[src/rtl/crcfp_pkg.sv]
// Shared types, constants and the reflected CRC-8 byte update for the frame parser.
// No dependencies; every other file of the block imports this package.
`default_nettype none

package crcfp_pkg;

    localparam logic [7:0] SYNC_FIRST       = 8'hAA;
    localparam logic [7:0] SYNC_SECOND      = 8'h55;
    localparam logic [7:0] CRC_POLY_REFL    = 8'h8C;
    localparam logic [7:0] FUNC_COUNT_RESET = 8'd16;

    typedef enum logic [2:0] {
        PH_SYNC1 = 3'd0,
        PH_SYNC2 = 3'd1,
        PH_FUNC  = 3'd2,
        PH_LEN   = 3'd3,
        PH_DATA  = 3'd4,
        PH_CRC   = 3'd5
    } t_phase;

    typedef enum logic [1:0] {
        KIND_DATA = 2'd0,
        KIND_GOOD = 2'd1,
        KIND_BAD  = 2'd2
    } t_kind;

    // A received byte together with the flags the front end derives from it.
    typedef struct packed {
        logic [7:0] data;
        logic       is_sync1;
        logic       is_sync2;
        logic       is_zero;
        logic       func_ok;
    } t_cls;

    typedef struct packed {
        t_kind      kind;
        logic [7:0] func_code;
        logic [7:0] payload_byte;
        logic [7:0] byte_index;
        logic [7:0] frame_length;
    } t_res;

    // One byte of reflected CRC-8 with polynomial 0x31, shifted right bit by bit.
    function automatic logic [7:0] crc8_update(input logic [7:0] crc, input logic [7:0] b);
        logic [7:0] c;
        c = crc ^ b;
        for (int i = 0; i < 8; i++) begin
            if (c[0]) begin
                c = (c >> 1) ^ CRC_POLY_REFL;
            end else begin
                c = c >> 1;
            end
        end
        return c;
    endfunction

endpackage

`default_nettype wire

[src/rtl/crc8_frame_parser_top.sv]
// Top level of the sync-header frame parser with a reflected CRC-8 check.
// Instantiates crcfp_front, crcfp_queue and crcfp_back; depends on crcfp_pkg.
// Received bytes enter through a queue-style port: a byte is taken at a rising
// edge where push is high and full is low. Results leave through a second
// queue-style port: while empty is low the oldest result is on o_kind,
// o_func_code, o_payload_byte, o_byte_index and o_frame_length, and it is
// removed at an edge where pop is high. The function count register is
// written through its own valid/ready channel; ready is always high, and a
// write is only expected while no request is still in flight.
// Each payload byte yields one result, the checksum byte yields one frame-end
// result (good or bad CRC), every other byte yields none.
// A result reaches the output ports through the front register, then the middle
// queue, then the result queue of the back end, each of which is registered.
// Throughput: one byte per cycle sustained while the receiver keeps taking results,
// set by the state machine and CRC step in the back end.
// When the receiver stalls, up to two results wait in the output queue, two
// bytes in the middle queue and one in the front register; after that full
// rises and input requests are held off until pop drains a result.
// Reset (synchronous, active low) empties all queues, returns the parser to
// hunting the first sync byte and loads the function count with 16.
`default_nettype none

module crc8_frame_parser_top
    import crcfp_pkg::*;
(
    input  wire logic       i_clk,
    input  wire logic       i_rst_n,
    input  wire logic       push,
    output logic            full,
    input  wire logic [7:0] i_rx_byte,
    output logic            empty,
    input  wire logic       pop,
    output logic [1:0]      o_kind,
    output logic [7:0]      o_func_code,
    output logic [7:0]      o_payload_byte,
    output logic [7:0]      o_byte_index,
    output logic [7:0]      o_frame_length,
    input  wire logic       i_cfg_valid,
    output logic            o_cfg_ready,
    input  wire logic [7:0] i_cfg_data
);

    logic q_push;
    logic q_full;
    logic q_empty;
    logic q_pop;
    t_cls q_in_item;
    t_cls q_out_item;
    t_res res;

    // Front end: takes the byte request and tags sync bytes, zero length and
    // accepted function codes against the configured count.
    crcfp_front u_front (
        .i_clk       (i_clk),
        .i_rst_n     (i_rst_n),
        .push        (push),
        .full        (full),
        .i_rx_byte   (i_rx_byte),
        .i_cfg_valid (i_cfg_valid),
        .o_cfg_ready (o_cfg_ready),
        .i_cfg_data  (i_cfg_data),
        .o_q_push    (q_push),
        .o_q_item    (q_in_item),
        .i_q_full    (q_full)
    );

    // The short queue lets the front keep taking bytes while the back waits.
    crcfp_queue u_queue (
        .i_clk   (i_clk),
        .i_rst_n (i_rst_n),
        .i_push  (q_push),
        .i_item  (q_in_item),
        .o_full  (q_full),
        .o_empty (q_empty),
        .o_item  (q_out_item),
        .i_pop   (q_pop)
    );

    // Back end: frame state machine, running CRC and the result queue.
    crcfp_back u_back (
        .i_clk     (i_clk),
        .i_rst_n   (i_rst_n),
        .i_q_empty (q_empty),
        .i_q_item  (q_out_item),
        .o_q_pop   (q_pop),
        .empty     (empty),
        .pop       (pop),
        .o_res     (res)
    );

    assign o_kind         = res.kind;
    assign o_func_code    = res.func_code;
    assign o_payload_byte = res.payload_byte;
    assign o_byte_index   = res.byte_index;
    assign o_frame_length = res.frame_length;

endmodule

`default_nettype wire

[src/rtl/crcfp_front.sv]
// Front end of the frame parser: takes received bytes, holds the function count
// register and classifies each byte. Depends on crcfp_pkg.
`default_nettype none

module crcfp_front
    import crcfp_pkg::*;
(
    input  wire logic       i_clk,
    input  wire logic       i_rst_n,
    input  wire logic       push,
    output logic            full,
    input  wire logic [7:0] i_rx_byte,
    input  wire logic       i_cfg_valid,
    output logic            o_cfg_ready,
    input  wire logic [7:0] i_cfg_data,
    output logic            o_q_push,
    output t_cls            o_q_item,
    input  wire logic       i_q_full
);

    logic [7:0] r_func_count;
    logic       r_valid;
    logic       n_valid;
    t_cls       r_item;
    logic       accept;

    assign o_cfg_ready = 1'b1;
    assign full        = r_valid && i_q_full;
    assign accept      = push && !full;
    assign o_q_push    = r_valid && !i_q_full;
    assign o_q_item    = r_item;

    always_comb begin
        n_valid = r_valid;
        if (accept) begin
            n_valid = 1'b1;
        end else if (o_q_push) begin
            n_valid = 1'b0;
        end
    end

    always_ff @(posedge i_clk) begin
        if (!i_rst_n) begin
            r_valid      <= 1'b0;
            r_func_count <= FUNC_COUNT_RESET;
        end else begin
            r_valid <= n_valid;
            if (i_cfg_valid && o_cfg_ready) begin
                r_func_count <= i_cfg_data;
            end
        end
    end

    always_ff @(posedge i_clk) begin
        if (accept) begin
            r_item.data     <= i_rx_byte;
            r_item.is_sync1 <= (i_rx_byte == SYNC_FIRST);
            r_item.is_sync2 <= (i_rx_byte == SYNC_SECOND);
            r_item.is_zero  <= (i_rx_byte == 8'd0);
            r_item.func_ok  <= (i_rx_byte < r_func_count);
        end
    end

endmodule

`default_nettype wire

[src/rtl/crcfp_queue.sv]
// Two-entry queue of classified bytes between the front end and the back end.
// Depends on crcfp_pkg.
`default_nettype none

module crcfp_queue
    import crcfp_pkg::*;
(
    input  wire logic i_clk,
    input  wire logic i_rst_n,
    input  wire logic i_push,
    input  wire t_cls i_item,
    output logic      o_full,
    output logic      o_empty,
    output t_cls      o_item,
    input  wire logic i_pop
);

    t_cls       r_mem [2];
    logic       r_rd;
    logic       r_wr;
    logic [1:0] r_cnt;
    logic       do_push;
    logic       do_pop;

    assign o_full  = (r_cnt == 2'd2);
    assign o_empty = (r_cnt == 2'd0);
    assign do_push = i_push && !o_full;
    assign do_pop  = i_pop && !o_empty;
    assign o_item  = r_mem[r_rd];

    always_ff @(posedge i_clk) begin
        if (!i_rst_n) begin
            r_rd  <= 1'b0;
            r_wr  <= 1'b0;
            r_cnt <= 2'd0;
        end else begin
            if (do_push) begin
                r_wr <= ~r_wr;
            end
            if (do_pop) begin
                r_rd <= ~r_rd;
            end
            r_cnt <= r_cnt + 2'(do_push) - 2'(do_pop);
        end
    end

    always_ff @(posedge i_clk) begin
        if (do_push) begin
            r_mem[r_wr] <= i_item;
        end
    end

endmodule

`default_nettype wire

[src/rtl/crcfp_back.sv]
// Back end of the frame parser: frame state machine, running CRC and the
// two-entry result queue that drives the result ports. Depends on crcfp_pkg.
`default_nettype none

module crcfp_back
    import crcfp_pkg::*;
(
    input  wire logic i_clk,
    input  wire logic i_rst_n,
    input  wire logic i_q_empty,
    input  wire t_cls i_q_item,
    output logic      o_q_pop,
    output logic      empty,
    input  wire logic pop,
    output t_res      o_res
);

    t_phase     r_phase;
    t_phase     n_phase;
    logic [7:0] r_crc;
    logic [7:0] n_crc;
    logic [7:0] r_func;
    logic [7:0] n_func;
    logic [7:0] r_len;
    logic [7:0] n_len;
    logic [7:0] r_rcv;
    logic [7:0] n_rcv;
    logic [7:0] rcv_inc;
    logic       step;
    logic       emit;
    t_res       res;

    t_res       r_oq [2];
    logic       r_ord;
    logic       r_owr;
    logic [1:0] r_ocnt;
    logic       out_full;
    logic       out_pop;

    assign out_full = (r_ocnt == 2'd2);
    assign out_pop  = pop && !empty;
    assign empty    = (r_ocnt == 2'd0);
    assign o_res    = r_oq[r_ord];
    assign step     = !i_q_empty && !out_full;
    assign o_q_pop  = step;
    assign rcv_inc  = r_rcv + 8'd1;

    // Next state of the frame tracker.
    always_comb begin
        n_phase = r_phase;
        n_crc   = r_crc;
        n_func  = r_func;
        n_len   = r_len;
        n_rcv   = r_rcv;
        if (step) begin
            case (r_phase)
                PH_SYNC2: begin
                    n_phase = i_q_item.is_sync2 ? PH_FUNC : PH_SYNC1;
                end
                PH_FUNC: begin
                    if (i_q_item.func_ok) begin
                        n_func  = i_q_item.data;
                        n_len   = 8'd0;
                        n_crc   = crc8_update(8'd0, i_q_item.data);
                        n_phase = PH_LEN;
                    end else begin
                        n_phase = PH_SYNC1;
                    end
                end
                PH_LEN: begin
                    n_len   = i_q_item.data;
                    n_rcv   = 8'd0;
                    n_crc   = crc8_update(r_crc, i_q_item.data);
                    n_phase = i_q_item.is_zero ? PH_CRC : PH_DATA;
                end
                PH_DATA: begin
                    n_crc = crc8_update(r_crc, i_q_item.data);
                    n_rcv = rcv_inc;
                    if (rcv_inc >= r_len) begin
                        n_phase = PH_CRC;
                    end
                end
                PH_CRC: begin
                    n_phase = PH_SYNC1;
                end
                default: begin
                    n_phase = i_q_item.is_sync1 ? PH_SYNC2 : PH_SYNC1;
                end
            endcase
        end
    end

    // Result produced by the byte being processed.
    always_comb begin
        emit             = 1'b0;
        res.kind         = KIND_DATA;
        res.func_code    = r_func;
        res.payload_byte = 8'd0;
        res.byte_index   = 8'd0;
        res.frame_length = r_len;
        case (r_phase)
            PH_DATA: begin
                emit             = step;
                res.payload_byte = i_q_item.data;
                res.byte_index   = r_rcv;
            end
            PH_CRC: begin
                emit     = step;
                res.kind = (r_crc == i_q_item.data) ? KIND_GOOD : KIND_BAD;
            end
            default: begin
                emit = 1'b0;
            end
        endcase
    end

    always_ff @(posedge i_clk) begin
        if (!i_rst_n) begin
            r_phase <= PH_SYNC1;
            r_crc   <= 8'd0;
            r_func  <= 8'd0;
            r_len   <= 8'd0;
            r_rcv   <= 8'd0;
            r_ord   <= 1'b0;
            r_owr   <= 1'b0;
            r_ocnt  <= 2'd0;
        end else begin
            r_phase <= n_phase;
            r_crc   <= n_crc;
            r_func  <= n_func;
            r_len   <= n_len;
            r_rcv   <= n_rcv;
            if (emit) begin
                r_owr <= ~r_owr;
            end
            if (out_pop) begin
                r_ord <= ~r_ord;
            end
            r_ocnt <= r_ocnt + 2'(emit) - 2'(out_pop);
        end
    end

    always_ff @(posedge i_clk) begin
        if (emit) begin
            r_oq[r_owr] <= res;
        end
    end

`ifndef ASSERT_OFF
    a_ocnt_range: assert property (@(posedge i_clk) disable iff (!i_rst_n)
        r_ocnt != 2'd3)
        else $error("result queue count out of range");

    a_data_count: assert property (@(posedge i_clk) disable iff (!i_rst_n)
        r_phase == PH_DATA |-> r_rcv < r_len)
        else $error("payload count reached the frame length inside the payload");

    a_crc_returns: assert property (@(posedge i_clk) disable iff (!i_rst_n)
        step && r_phase == PH_CRC |=> r_phase == PH_SYNC1 && !empty)
        else $error("checksum byte did not end the frame with a result");
`endif

endmodule

`default_nettype wire

[config.mk]
export PLATFORM = sky130hd
export DESIGN_NAME = crc8_frame_parser_top
export DESIGN_NICKNAME = d
export VERILOG_FILES = /design/src/rtl/crcfp_pkg.sv /design/src/rtl/crc8_frame_parser_top.sv /design/src/rtl/crcfp_front.sv /design/src/rtl/crcfp_queue.sv /design/src/rtl/crcfp_back.sv
export SDC_FILE = /design/constraint.sdc
export NUM_CORES = 1
export LEC_CHECK = 0
export BUFFER_PORTS_ARGS = -buffer_cell sky130_fd_sc_hd__buf_2
export CAP_MARGIN = 20
export CORE_ASPECT_RATIO = 0.6
export CORE_MARGIN = 3
export CORE_UTILIZATION = 63
export DETAILED_ROUTE_END_ITERATION = 12
export PLACE_DENSITY = 0.9
export SLEW_MARGIN = 10
export SYNTH_ARGS = -nofsm -noshare
export SYNTH_HDL_FRONTEND = slang
export SYNTH_SLANG_ARGS = --single-unit
[constraint.sdc]
create_clock -name i_clk -period 4.6 [get_ports i_clk]
set_input_delay 0.69 -clock i_clk [delete_from_list [all_inputs] [get_ports i_clk]]
set_output_delay 0.69 -clock i_clk [all_outputs]
set_load 0.01 [all_outputs]
==> results.tsv, run 1 <==
metric	value	unit
outcome	finished clean	
Setup Viol. Count Final	0	
Die Wd	144	um
Stages on worst setup path	11	
initial core utilization	66.3	%
Psw	1190	uW
RR Endpoint	u_back.r_phase[2]	
first-pass GRT wire length	22.7	mm
final worst path period share	58.8	%
combinational share of power	24.4	%
fraction of layout cells with a size suffix above 1	23.6	%
CP Max Fanout	7	
Sink Count	158	
H-tree depth	4	
clock skew	0.00854	ns
Post-DP HPWL	9.76	mm
most instantiated cells after synthesis	edfxtp_1, dfxtp_1, nor2_1	
post-synth top area share	43.4	%
Critical Path RT	4.91	ns
Peak VDD IR	0.362	mV
vias in the first global route	4374	
Worst Hold Class	reg2reg	
Max Cap Viol	0	
slowest stage delay, CP	0.46	ns
Remaining DRCs	0	
Synth Warn #	0	
CTS clk-pin slew, worst paths	0.06	ns
Root Buffer	clkbuf_16	
clock share of power	32.3	%
GRT Util Overall	23.8	%
clock buffer depth	2	
worst reg2reg path startpoint	u_back.r_rcv[0]	
final WL	14.3	mm
CP delay by family, top	compound AO/OA/AOI/OAI gates	
per-cell routed wire length	18.8	um
GR Overflow Total	0	
pwr dens	487	nW/um^2
top_reg_cell synth	edfxtp_1	
FF-to-FF path depth	11	
Final Util	74.5	%
initial antenna violation count	0	
Reg power frac	43.3	%
hold endpoint	u_queue.r_mem[1][3]	
CP endpoint kind	register	
Switching Share	30.3	%
Buf/Inv on CP	0	
largest net degree at the start of global routing	42	
Area Overhead vs Synth	12.4	%
Overall Power	3940	uW
Synth Net Count	590	
WP data arrival	3.02	ns
hold path cells	0	
Setup WS post-layout	1.89	ns
Post-DRT Antenna Nets	0	
Final min period	2.71	ns
mapped cell area	7190	um^2
relative slew slack	31.4	%
async set or reset register ratio after synthesis	0	%
via count	4464	
Max Clk Rate	370	MHz
Hold Buf Count CTS	0	
top post-synthesis cells by area	edfxtp_1, dfxtp_1, mux2_2	
Initial DRC Count	485	
Die Height	88.7	um
crit path launch type	register	
RePlAce Congestion	0.878	
Inserted Clock Buffers	17	
Crit-path slowest cell	dfxtp_1	
I/O Pins	58	
core area	10800	um^2
Mapped Avg Cell Area	13.1	um^2
CTS tree	yes	
Post-Place Setup Slack	1.97	ns
area leader, netlist	edfxtp_1	
#FFs+latches synth	158	
# rows	29	
post-cts sizing count	0	
leak pwr	0.00300	uW
worst reg-to-reg setup slack	1.89	ns
Post-synth EDFFs	104	
Distinct cells, synth	61	
Pre-Repair DR Iteration Count	6	
Slew Viols, Final	0	
Port Buffers	56	
sequential area share after synthesis	58.5	%
Antenna diodes	0	
Cells after Synth	549	
unrepaired setup endpoints after global routing	false	
die footprint	12800	um^2
Nets	647	
number of vias per cell	5.89	
Post-CTS Setup Inserts	0	
CP Cell Sequence	and3_1 > nand3_1 > nor2_1 > xor2_1 > ha_1 > a221o_1 > a31oi_1 > o21ai_0 > a21oi_2 > mux2i_1 > nor2b_1	
fillers	694	
worst slew pin tran	1.03	ns
Total Neg Setup Slack	0	ns
hold path startpoint	u_front.o_q_item[3]	
P_int	2740	uW
CP Class	reg2reg	
final hold vios	0	
worst skew pair latency	0.43	ns
most frequent cell after synthesis	edfxtp_1	
## worst max-delay path by stage
| stage | from | end |
|---|---|---|
| after floorplan | u_queue.r_cnt[1] | u_back.r_oq[0][0] |
| after global placement | u_back.r_rcv[0] | u_back.r_phase[2] |
| after detailed placement | u_back.r_rcv[0] | u_back.r_phase[2] |
| after CTS | u_back.r_rcv[0] | u_back.r_phase[2] |
| after global routing | u_back.r_rcv[0] | u_back.r_phase[2] |
| final | u_back.r_rcv[0] | u_back.r_phase[2] |
## sequential cells by signal (all words and copies together) (netlist names), named ones only
name,flops
u_back.r_oq,68
u_queue.r_mem,24
u_front.o_q_item,12
u_back.r_crc,8
u_back.r_func,8
u_back.r_len,8
u_back.r_rcv,8
u_front.r_func_count,8
u_back.r_phase,3
u_back.r_ocnt,2
u_queue.r_cnt,2
u_back.r_ord,1
u_back.r_owr,1
u_front.r_valid,1
u_queue.r_rd,1
u_queue.r_wr,1
## layout by cell type, fill, tap and decap left out, types with 6 or more instances in the layout
| cell type | instances |
|---|---|
| buf_2 | 56 |
| xnor2_1 | 37 |
| clkbuf_16 | 17 |
| mux2i_2 | 6 |
| a22oi_1 | 7 |
| nor2b_1 | 16 |
| a21oi_1 | 12 |
| ha_1 | 20 |
| mux2i_1 | 17 |
| nor2_1 | 49 |
| nand3_1 | 7 |
| mux2_2 | 36 |
| nand2_1 | 29 |
| dfxtp_1 | 54 |
| inv_1 | 18 |
| nor3b_1 | 10 |
| o21ai_0 | 7 |
| xor2_1 | 13 |
| and2_1 | 15 |
| o211a_1 | 9 |
| edfxtp_1 | 104 |
## cells by family (layout without fill, tap and decap cells)
group | after synthesis | count (layout) | share of synthesized area [%]
multiplexers | 60 | 60 | 9.36
AND/OR/NAND/NOR | 150 | 150 | 10.9
buffers and inverters | 42 | 112 | 2.84
other | 1 | 1 | 0.0522
adder cells (fa/ha/maj) | 20 | 20 | 3.48
flip-flops | 158 | 158 | 58.5
AO/OA/AOI/OAI | 61 | 61 | 6.68
XOR/XNOR | 57 | 57 | 8.22
## power groups by stage
stage | combinational, uW | sequential (uW) | clock (uW)
5_1_grt | 1050 | 1720 | 1350
3_5_place_dp | 951 | 1730 | 0
4_1_cts | 960 | 1700 | 1290
2_1_floorplan | 805 | 1650 | 0
3_3_place_gp | 917 | 1720 | 0
6_report | 960 | 1710 | 1270
## cell type report
| class | count | area (um^2) | area share [%] |
|---|---|---|---|
| Sequential cell | 158 | 4200 | 52.0 |
| Multi-Input combinational cell | 349 | 2780 | 34.4 |
| Clock buffer | 17 | 425 | 5.26 |
| Timing Repair Buffer | 60 | 310 | 3.84 |
| Tap cell | 139 | 174 | 2.15 |
| Clock inverter | 15 | 111 | 1.38 |
| Inverter | 20 | 75.1 | 0.929 |
## per-layer routing
layer / part of all wire [%] / track usage [%] / wire length [um]
met5: 0 / 0 / 0
met4: 1.6 / 8.12 / 233
met3: 6.5 / 6.64 / 925
met2: 46 / 37.7 / 6590
met1: 46 / 32.2 / 6540
## stage by stage
stage	hold WS (ns)	area, um^2	std cells
2_1_floorplan	0.421	7190	549
3_3_place_gp	0.424	7540	725
3_5_place_dp	0.435	7540	725
4_1_cts	0.448	8080	757
5_1_grt	0.459	8080	758
6_report	0.451	8080	758
Power figures use the tool's default switching activity.
==> inputs of run 2 (changes only) <==
--- a/config.mk
+++ b/config.mk
@@ -9,9 +9,9 @@
 export CAP_MARGIN = 20
 export CORE_ASPECT_RATIO = 0.6
 export CORE_MARGIN = 3
-export CORE_UTILIZATION = 63
+export CORE_UTILIZATION = 60
 export DETAILED_ROUTE_END_ITERATION = 12
-export PLACE_DENSITY = 0.9
+export PLACE_DENSITY = 0.87
 export SLEW_MARGIN = 10
 export SYNTH_ARGS = -nofsm -noshare
 export SYNTH_HDL_FRONTEND = slang
==> constraint.sdc (replaced) <==
create_clock -name i_clk -period 2.74 [get_ports i_clk]
set_input_delay 0.411 -clock i_clk [delete_from_list [all_inputs] [get_ports i_clk]]
set_output_delay 0.411 -clock i_clk [all_outputs]
set_load 0.01 [all_outputs]
==> results.tsv, run 2 (synthesized netlist as in run 1, its figures left out) <==
metric	value	unit	change
hold endpoint	u_front.r_valid		was u_queue.r_mem[1][3]
number of vias per cell	5.72		was 5.89
outcome	finished clean		unchanged
slowest stage delay, CP	0.39	ns	was 0.46 ns
pwr dens	834	nW/um^2	was 487 nW/um^2
combinational share of power	24.7	%	was 24.4%
fraction of layout cells with a size suffix above 1	25.8	%	was 23.6%
fillers	775		was 694
# rows	30		was 29
hold path cells	2		was 0
Die Wd	147	um	was 144 um
Initial DRC Count	363		was 485
Slew Viols, Final	0		unchanged
initial antenna violation count	0		unchanged
clock skew	0.00816	ns	was 0.00854 ns
hold path startpoint	push		was u_front.o_q_item[3]
Area Overhead vs Synth	14.7	%	was 12.4%
CTS tree	yes		unchanged
Die Height	90.8	um	was 88.7 um
Total Neg Setup Slack	0	ns	unchanged
initial core utilization	62.6	%	was 66.3%
final hold vios	0		unchanged
per-cell routed wire length	18.1	um	was 18.8 um
Max Clk Rate	396	MHz	was 370 MHz
Largest register FFs	68		unchanged
Antenna diodes	0		unchanged
relative slew slack	49.3	%	was 31.4%
Final min period	2.52	ns	was 2.71 ns
worst skew pair latency	0.42	ns	was 0.43 ns
Psw	2040	uW	was 1190 uW
Pre-Repair DR Iteration Count	5		was 6
I/O Pins	58		unchanged
die footprint	13400	um^2	was 12800 um^2
Port Buffers	56		unchanged
worst reg2reg path startpoint	u_back.r_rcv[0]		unchanged
CTS clk-pin slew, worst paths	0.06	ns	about the same
via count	4489		was 4464
first-pass GRT wire length	22.8	mm	was 22.7 mm
Nets	653		was 647
clock share of power	34.5	%	was 32.3%
vias in the first global route	4532		was 4374
P_int	4840	uW	was 2740 uW
leak pwr	0.00306	uW	was 0.00300 uW
CP Max Fanout	7		unchanged
clock buffer depth	2		unchanged
Remaining DRCs	0		unchanged
H-tree depth	4		unchanged
Critical Path RT	3.07	ns	was 4.91 ns
GRT Util Overall	22.0	%	was 23.8%
Root Buffer	clkbuf_16		unchanged
FF-to-FF path depth	11		unchanged
largest net degree at the start of global routing	35		was 42
Post-DRT Antenna Nets	0		unchanged
Buf/Inv on CP	0		unchanged
GR Overflow Total	0		unchanged
Final Util	71.8	%	was 74.5%
Reg power frac	40.8	%	was 43.3%
Switching Share	29.7	%	was 30.3%
crit path launch type	register		unchanged
final WL	14.2	mm	was 14.3 mm
CP Cell Sequence	and3_1 > nand3_2 > nor2_4 > xor2_2 > ha_1 > a221o_1 > a31oi_1 > o21ai_1 > a21oi_2 > nand2_1 > a21boi_1		was and3_1 > nand3_1 > nor2_1 > xor2_1 > ha_1 > a221o_1 > a31oi_1 > o21ai_0 > a21oi_2 > mux2i_1 > nor2b_1
RR Endpoint	u_back.r_phase[1]		was u_back.r_phase[2]
Setup Viol. Count Final	0		unchanged
WP data arrival	2.85	ns	was 3.02 ns
worst reg-to-reg setup slack	0.22	ns	was 1.89 ns
Crit-path slowest cell	dfxtp_4		was dfxtp_1
Sink Count	158		unchanged
Inserted Clock Buffers	17		unchanged
CP delay by family, top	compound AO/OA/AOI/OAI gates		unchanged
Worst Hold Class	in2reg		was reg2reg
core area	11500	um^2	was 10800 um^2
Post-DP HPWL	9.48	mm	was 9.76 mm
RePlAce Congestion	0.871		was 0.878
most frequent cells in the layout	edfxtp_1, buf_2, dfxtp_1		unchanged
final worst path period share	92.1	%	was 58.8%
CP Class	reg2reg		unchanged
Reg with most FFs	u_back.r_oq		unchanged
commonest non-fill, non-tap cell in the layout	edfxtp_1		unchanged
Post-CTS Setup Inserts	0		unchanged
Peak VDD IR	0.609	mV	was 0.362 mV
Max Cap Viol	0		unchanged
unrepaired setup endpoints after global routing	false		unchanged
worst slew pin tran	0.759	ns	was 1.03 ns
CP endpoint kind	register		unchanged
## run 2: cell count changes in the layout (fill, tap and decap cells not counted), sizes merged
cell,before,now
clkinvlp,3,2
clkinv,8,6
bufinv,0,2
buf,60,66
inv,24,25
## run 2: routing by layer
| layer | up-vias | routed length (um) | GRT usage [%] |
|---|---|---|---|
| li1 | 2093 | - | - |
| met1 | 2206 | 6360 | 29.2 |
| met2 | 166 | 6700 | 35.3 |
| met3 | 24 | 947 | 5.37 |
| met4 | 0 | 206 | 8.14 |
| met5 | - | 0 | 0 |
## run 2: how the worst max path moves through the flow
stage	start	to	slack, ns	cells past startpoint
3_5_place_dp	u_back.r_rcv[0]	u_back.r_phase[1]	0.06	11
4_1_cts	u_back.r_rcv[0]	u_back.r_phase[1]	0.02	11
3_3_place_gp	u_back.r_rcv[0]	u_back.r_phase[2]	0.22	11
5_1_grt	u_back.r_rcv[0]	u_back.r_phase[2]	0.03	11
2_1_floorplan	u_back.r_rcv[0]	u_back.r_phase[2]	0.36	11
6_report	u_back.r_rcv[0]	u_back.r_phase[1]	0.22	11
## run 2: area by class of cell
class,count,area (um^2),area share [%]
clock buffers,17,425,5.16
clock inverters,15,178,2.15
inverters,20,75.1,0.910
multi-input cells,349,2800,34.0
flip-flops and latches,158,4210,51.1
well taps,160,200,2.43
repair buffers,66,355,4.31
## run 2: power by group through the flow
stage | sequential, uW | combinational (uW) | clock (uW)
final | 2810 | 1700 | 2370
after global placement | 2840 | 1620 | 0
after detailed placement | 2860 | 1680 | 0
after CTS | 2810 | 1710 | 2400
after global routing | 2830 | 1840 | 2500
after floorplan | 2770 | 1350 | 0
## run 2: metrics by stage
| step | hold WS, ns | instance area [um^2] | total power, uW | std cells | worst slack (ns) |
|---|---|---|---|---|---|
| CTS | 0.193 | 8220 | 6910 | 785 | 0.0164 |
| finish | 0.205 | 8250 | 6880 | 785 | 0.217 |
| global route | 0.212 | 8250 | 7160 | 785 | 0.0307 |
| global placement | 0.430 | 7620 | 4460 | 753 | 0.220 |
| detailed placement | 0.448 | 7620 | 4530 | 753 | 0.0555 |
| floorplan | 0.421 | 7190 | 4120 | 549 | 0.361 |
## run 2: what timing repair did
action                                  CTS  global route
hold buffers                              0             0
hold endpoints to repair                  0             0
resized for setup                         1             9
pin swaps                                 0             2
endpoints found under the setup margin    2             3
==> inputs of run 3 (changes only) <==
--- a/config.mk
+++ b/config.mk
@@ -15,4 +15,6 @@
 export SLEW_MARGIN = 10
 export SYNTH_ARGS = -nofsm -noshare
 export SYNTH_HDL_FRONTEND = slang
+export SYNTH_HIERARCHICAL = 1
 export SYNTH_SLANG_ARGS = --single-unit
+export TNS_END_PERCENT = 1
==> results.tsv, run 3 <==
metric	value	unit	change
hold path cells	2		unchanged
CP Class	reg2reg		unchanged
RR Endpoint	u_back/r_phase[2]		was u_back.r_phase[1]
CP delay by family, top	compound AO/OA/AOI/OAI gates		unchanged
fin cells	782		was 785
CP endpoint kind	register		unchanged
Mapped Avg Cell Area	12.8	um^2	was 13.1 um^2
Max Cap Viol	0		unchanged
post-cts sizing count	0		was 1
post-synth top area share	44.1	%	was 43.4%
Root Buffer	clkbuf_16		unchanged
worst slew pin tran	1.14	ns	was 0.759 ns
async set or reset register ratio after synthesis	0	%	unchanged
Area Overhead vs Synth	14.1	%	was 14.7%
first-pass GRT wire length	22.7	mm	was 22.8 mm
die footprint	13200	um^2	was 13400 um^2
core area	11400	um^2	was 11500 um^2
CTS tree	yes		unchanged
per-cell routed wire length	18.3	um	was 18.1 um
most instantiated cells after synthesis	edfxtp_1, nor2_1, dfxtp_1		was edfxtp_1, dfxtp_1, nor2_1
Reg with most FFs	u_back/r_oq		was u_back.r_oq
Final min period	2.57	ns	was 2.52 ns
number of vias per cell	5.74		was 5.72
Nets	650		was 653
largest net degree at the start of global routing	35		unchanged
Critical Path Most Common Cell	ha_1		
final worst path period share	93.7	%	was 92.1%
hold endpoint	u_front/r_valid		was u_front.r_valid
I/O Pins	58		unchanged
Post-synth EDFFs	104		unchanged
mapped cell area	7070	um^2	was 7190 um^2
Distinct cells, synth	52		was 61
CP Cell Sequence	ha_1 > nand2_1 > nor2_1 > xor2_1 > ha_1 > a21oi_1 > nor2b_1 > nand3b_4 > o311ai_4 > a221oi_1		was and3_1 > nand3_2 > nor2_4 > xor2_2 > ha_1 > a221o_1 > a31oi_1 > o21ai_1 > a21oi_2 > nand2_1 > a21boi_1
Post-Place Setup Slack	0.317	ns	was 0.0555 ns
worst reg2reg path startpoint	u_back/r_rcv[1]		was u_back.r_rcv[0]
Setup Viol. Count Final	0		unchanged
Post-DRT Antenna Nets	0		unchanged
Port Buffers	56		unchanged
Peak VDD IR	0.570	mV	was 0.609 mV
leak pwr	0.00299	uW	was 0.00306 uW
FF-to-FF path depth	10		was 11
hold path startpoint	push		unchanged
most frequent cell after synthesis	edfxtp_1		unchanged
Max Clk Rate	389	MHz	was 396 MHz
clock buffer depth	2		unchanged
most frequent cells in the layout	edfxtp_1, nor2_1, buf_2		was edfxtp_1, buf_2, dfxtp_1
worst reg-to-reg setup slack	0.17	ns	was 0.22 ns
Post-CTS Setup Inserts	0		unchanged
initial core utilization	62.0	%	was 62.6%
Critical Path RT	2.97	ns	was 3.07 ns
relative slew slack	24.1	%	was 49.3%
unrepaired setup endpoints after global routing	false		unchanged
Worst Hold Class	in2reg		unchanged
Cells after Synth	554		was 549
Synth Net Count	595		was 590
#FFs+latches synth	158		unchanged
Buf/Inv on CP	0		unchanged
CTS clk-pin slew, worst paths	0.06	ns	about the same
Pre-Repair DR Iteration Count	6		was 5
Final Util	70.7	%	was 71.8%
top_reg_cell synth	edfxtp_1		unchanged
Crit-path slowest cell	dfxtp_1		was dfxtp_4
RePlAce Congestion	0.891		was 0.871
top post-synthesis cells by area	edfxtp_1, dfxtp_1, mux2_2		unchanged
Sink Count	158		unchanged
via count	4492		was 4489
worst skew pair latency	0.42	ns	about the same
final WL	14.3	mm	was 14.2 mm
# rows	30		unchanged
GRT Util Overall	22.0	%	about the same
fraction of layout cells with a size suffix above 1	25.1	%	was 25.8%
CP Max Fanout	5		was 7
Setup WS post-layout	0.172	ns	was 0.217 ns
Post-DP HPWL	9.54	mm	was 9.48 mm
initial antenna violation count	0		unchanged
Die Height	90.1	um	was 90.8 um
Inserted Clock Buffers	17		unchanged
vias in the first global route	4412		was 4532
Synth Warn #	6		was 0
Largest register FFs	68		unchanged
sequential area share after synthesis	59.4	%	was 58.5%
H-tree depth	4		unchanged
pwr dens	879	nW/um^2	was 834 nW/um^2
Total Neg Setup Slack	0	ns	unchanged
WP data arrival	2.79	ns	was 2.85 ns
slowest stage delay, CP	0.39	ns	about the same
Die Wd	146	um	was 147 um
Hold Buf Count CTS	0		unchanged
final hold vios	0		unchanged
commonest non-fill, non-tap cell in the layout	edfxtp_1		unchanged
area leader, netlist	edfxtp_1		unchanged
outcome	finished clean		unchanged
GR Overflow Total	0		unchanged
clock skew	0.0102	ns	was 0.00816 ns
crit path launch type	register		unchanged
Remaining DRCs	0		unchanged
Initial DRC Count	433		was 363
Antenna diodes	0		unchanged
Slew Viols, Final	0		unchanged
Cells after DPL	750		was 753
==> run 3: cell types whose count changed in the layout (fill, tap and decap cells not counted), sizes merged, moves of 6 or more <==
| cell | previous run | this run |
|---|---|---|
| xor2 | 13 | 21 |
| nor3b | 11 | 2 |
| nand2 | 30 | 16 |
| a22oi | 7 | 14 |
| nand4 | 2 | 10 |
| and2 | 15 | 25 |
| nand3 | 7 | 13 |
| o211a | 9 | 0 |
| mux2 | 37 | 46 |
| nor2 | 51 | 59 |
| xnor2 | 38 | 23 |
==> run 3: where the power goes <==
group / internal [uW] / total (uW) / switching (uW) / leakage [uW]
Combinational: 769 / 1770 / 1000 / 0.00130
Clock: 1470 / 2410 / 937 / 0.000293
Sequential: 2760 / 2910 / 152 / 0.00140
Total: 5010 / 7100 / 2090 / 0.00299
==> run 3: final cells by class <==
class / instances / area (um^2)
Sequential cell: 158 / 4210
Clock inverter: 11 / 155
Fill cell: 738 / 3340
Timing Repair Buffer: 65 / 348
Multi-Input combinational cell: 345 / 2630
Tap cell: 160 / 200
Inverter: 22 / 82.6
Clock buffer: 21 / 450
==> run 3: logic make-up (layout without fill, tap and decap cells) <==
family / Yosys count / in the layout / share of synthesized area [%]
AND/OR/NAND/NOR: 165 / 165 / 12.6
flip-flops: 158 / 158 / 59.4
multiplexers: 64 / 64 / 9.87
buffers and inverters: 51 / 119 / 3.43
AO/OA/AOI/OAI: 49 / 49 / 4.90
XOR/XNOR: 46 / 46 / 6.19
adder cells (fa/ha/maj): 20 / 20 / 3.54
other: 1 / 1 / 0.0530
==> run 3: how the worst max path moves through the flow <==
stage / from / end / slack [ns] / depth (start not counted)
4_1_cts: u_back/r_rcv[0] / u_back/r_phase[2] / 0.19 / 10
3_5_place_dp: u_back/r_rcv[0] / u_back/r_phase[2] / 0.32 / 10
5_1_grt: u_back/r_rcv[1] / u_back/r_phase[2] / 0.06 / 10
3_3_place_gp: u_back/r_rcv[0] / u_back/r_phase[2] / 0.46 / 10
2_1_floorplan: u_queue/r_cnt[1] / u_back/r_oq[0][0] / 0.37 / 5
6_report: u_back/r_rcv[1] / u_back/r_phase[2] / 0.17 / 10
==> run 3: per-stage QoR <==
stage	instance area (um^2)	hold WS, ns	power (uW)
6_report	8070	0.225	7100
2_1_floorplan	7080	0.421	4280
4_1_cts	8070	0.212	7110
3_3_place_gp	7460	0.432	4610
3_5_place_dp	7460	0.436	4700
5_1_grt	8070	0.224	7390
==> run 3: layer usage <==
layer	share of wire [%]	GRT usage (%)
met1	44	29.8
met3	7.3	5.09
met2	48	35.4
met5	0	0
met4	1.4	7.43
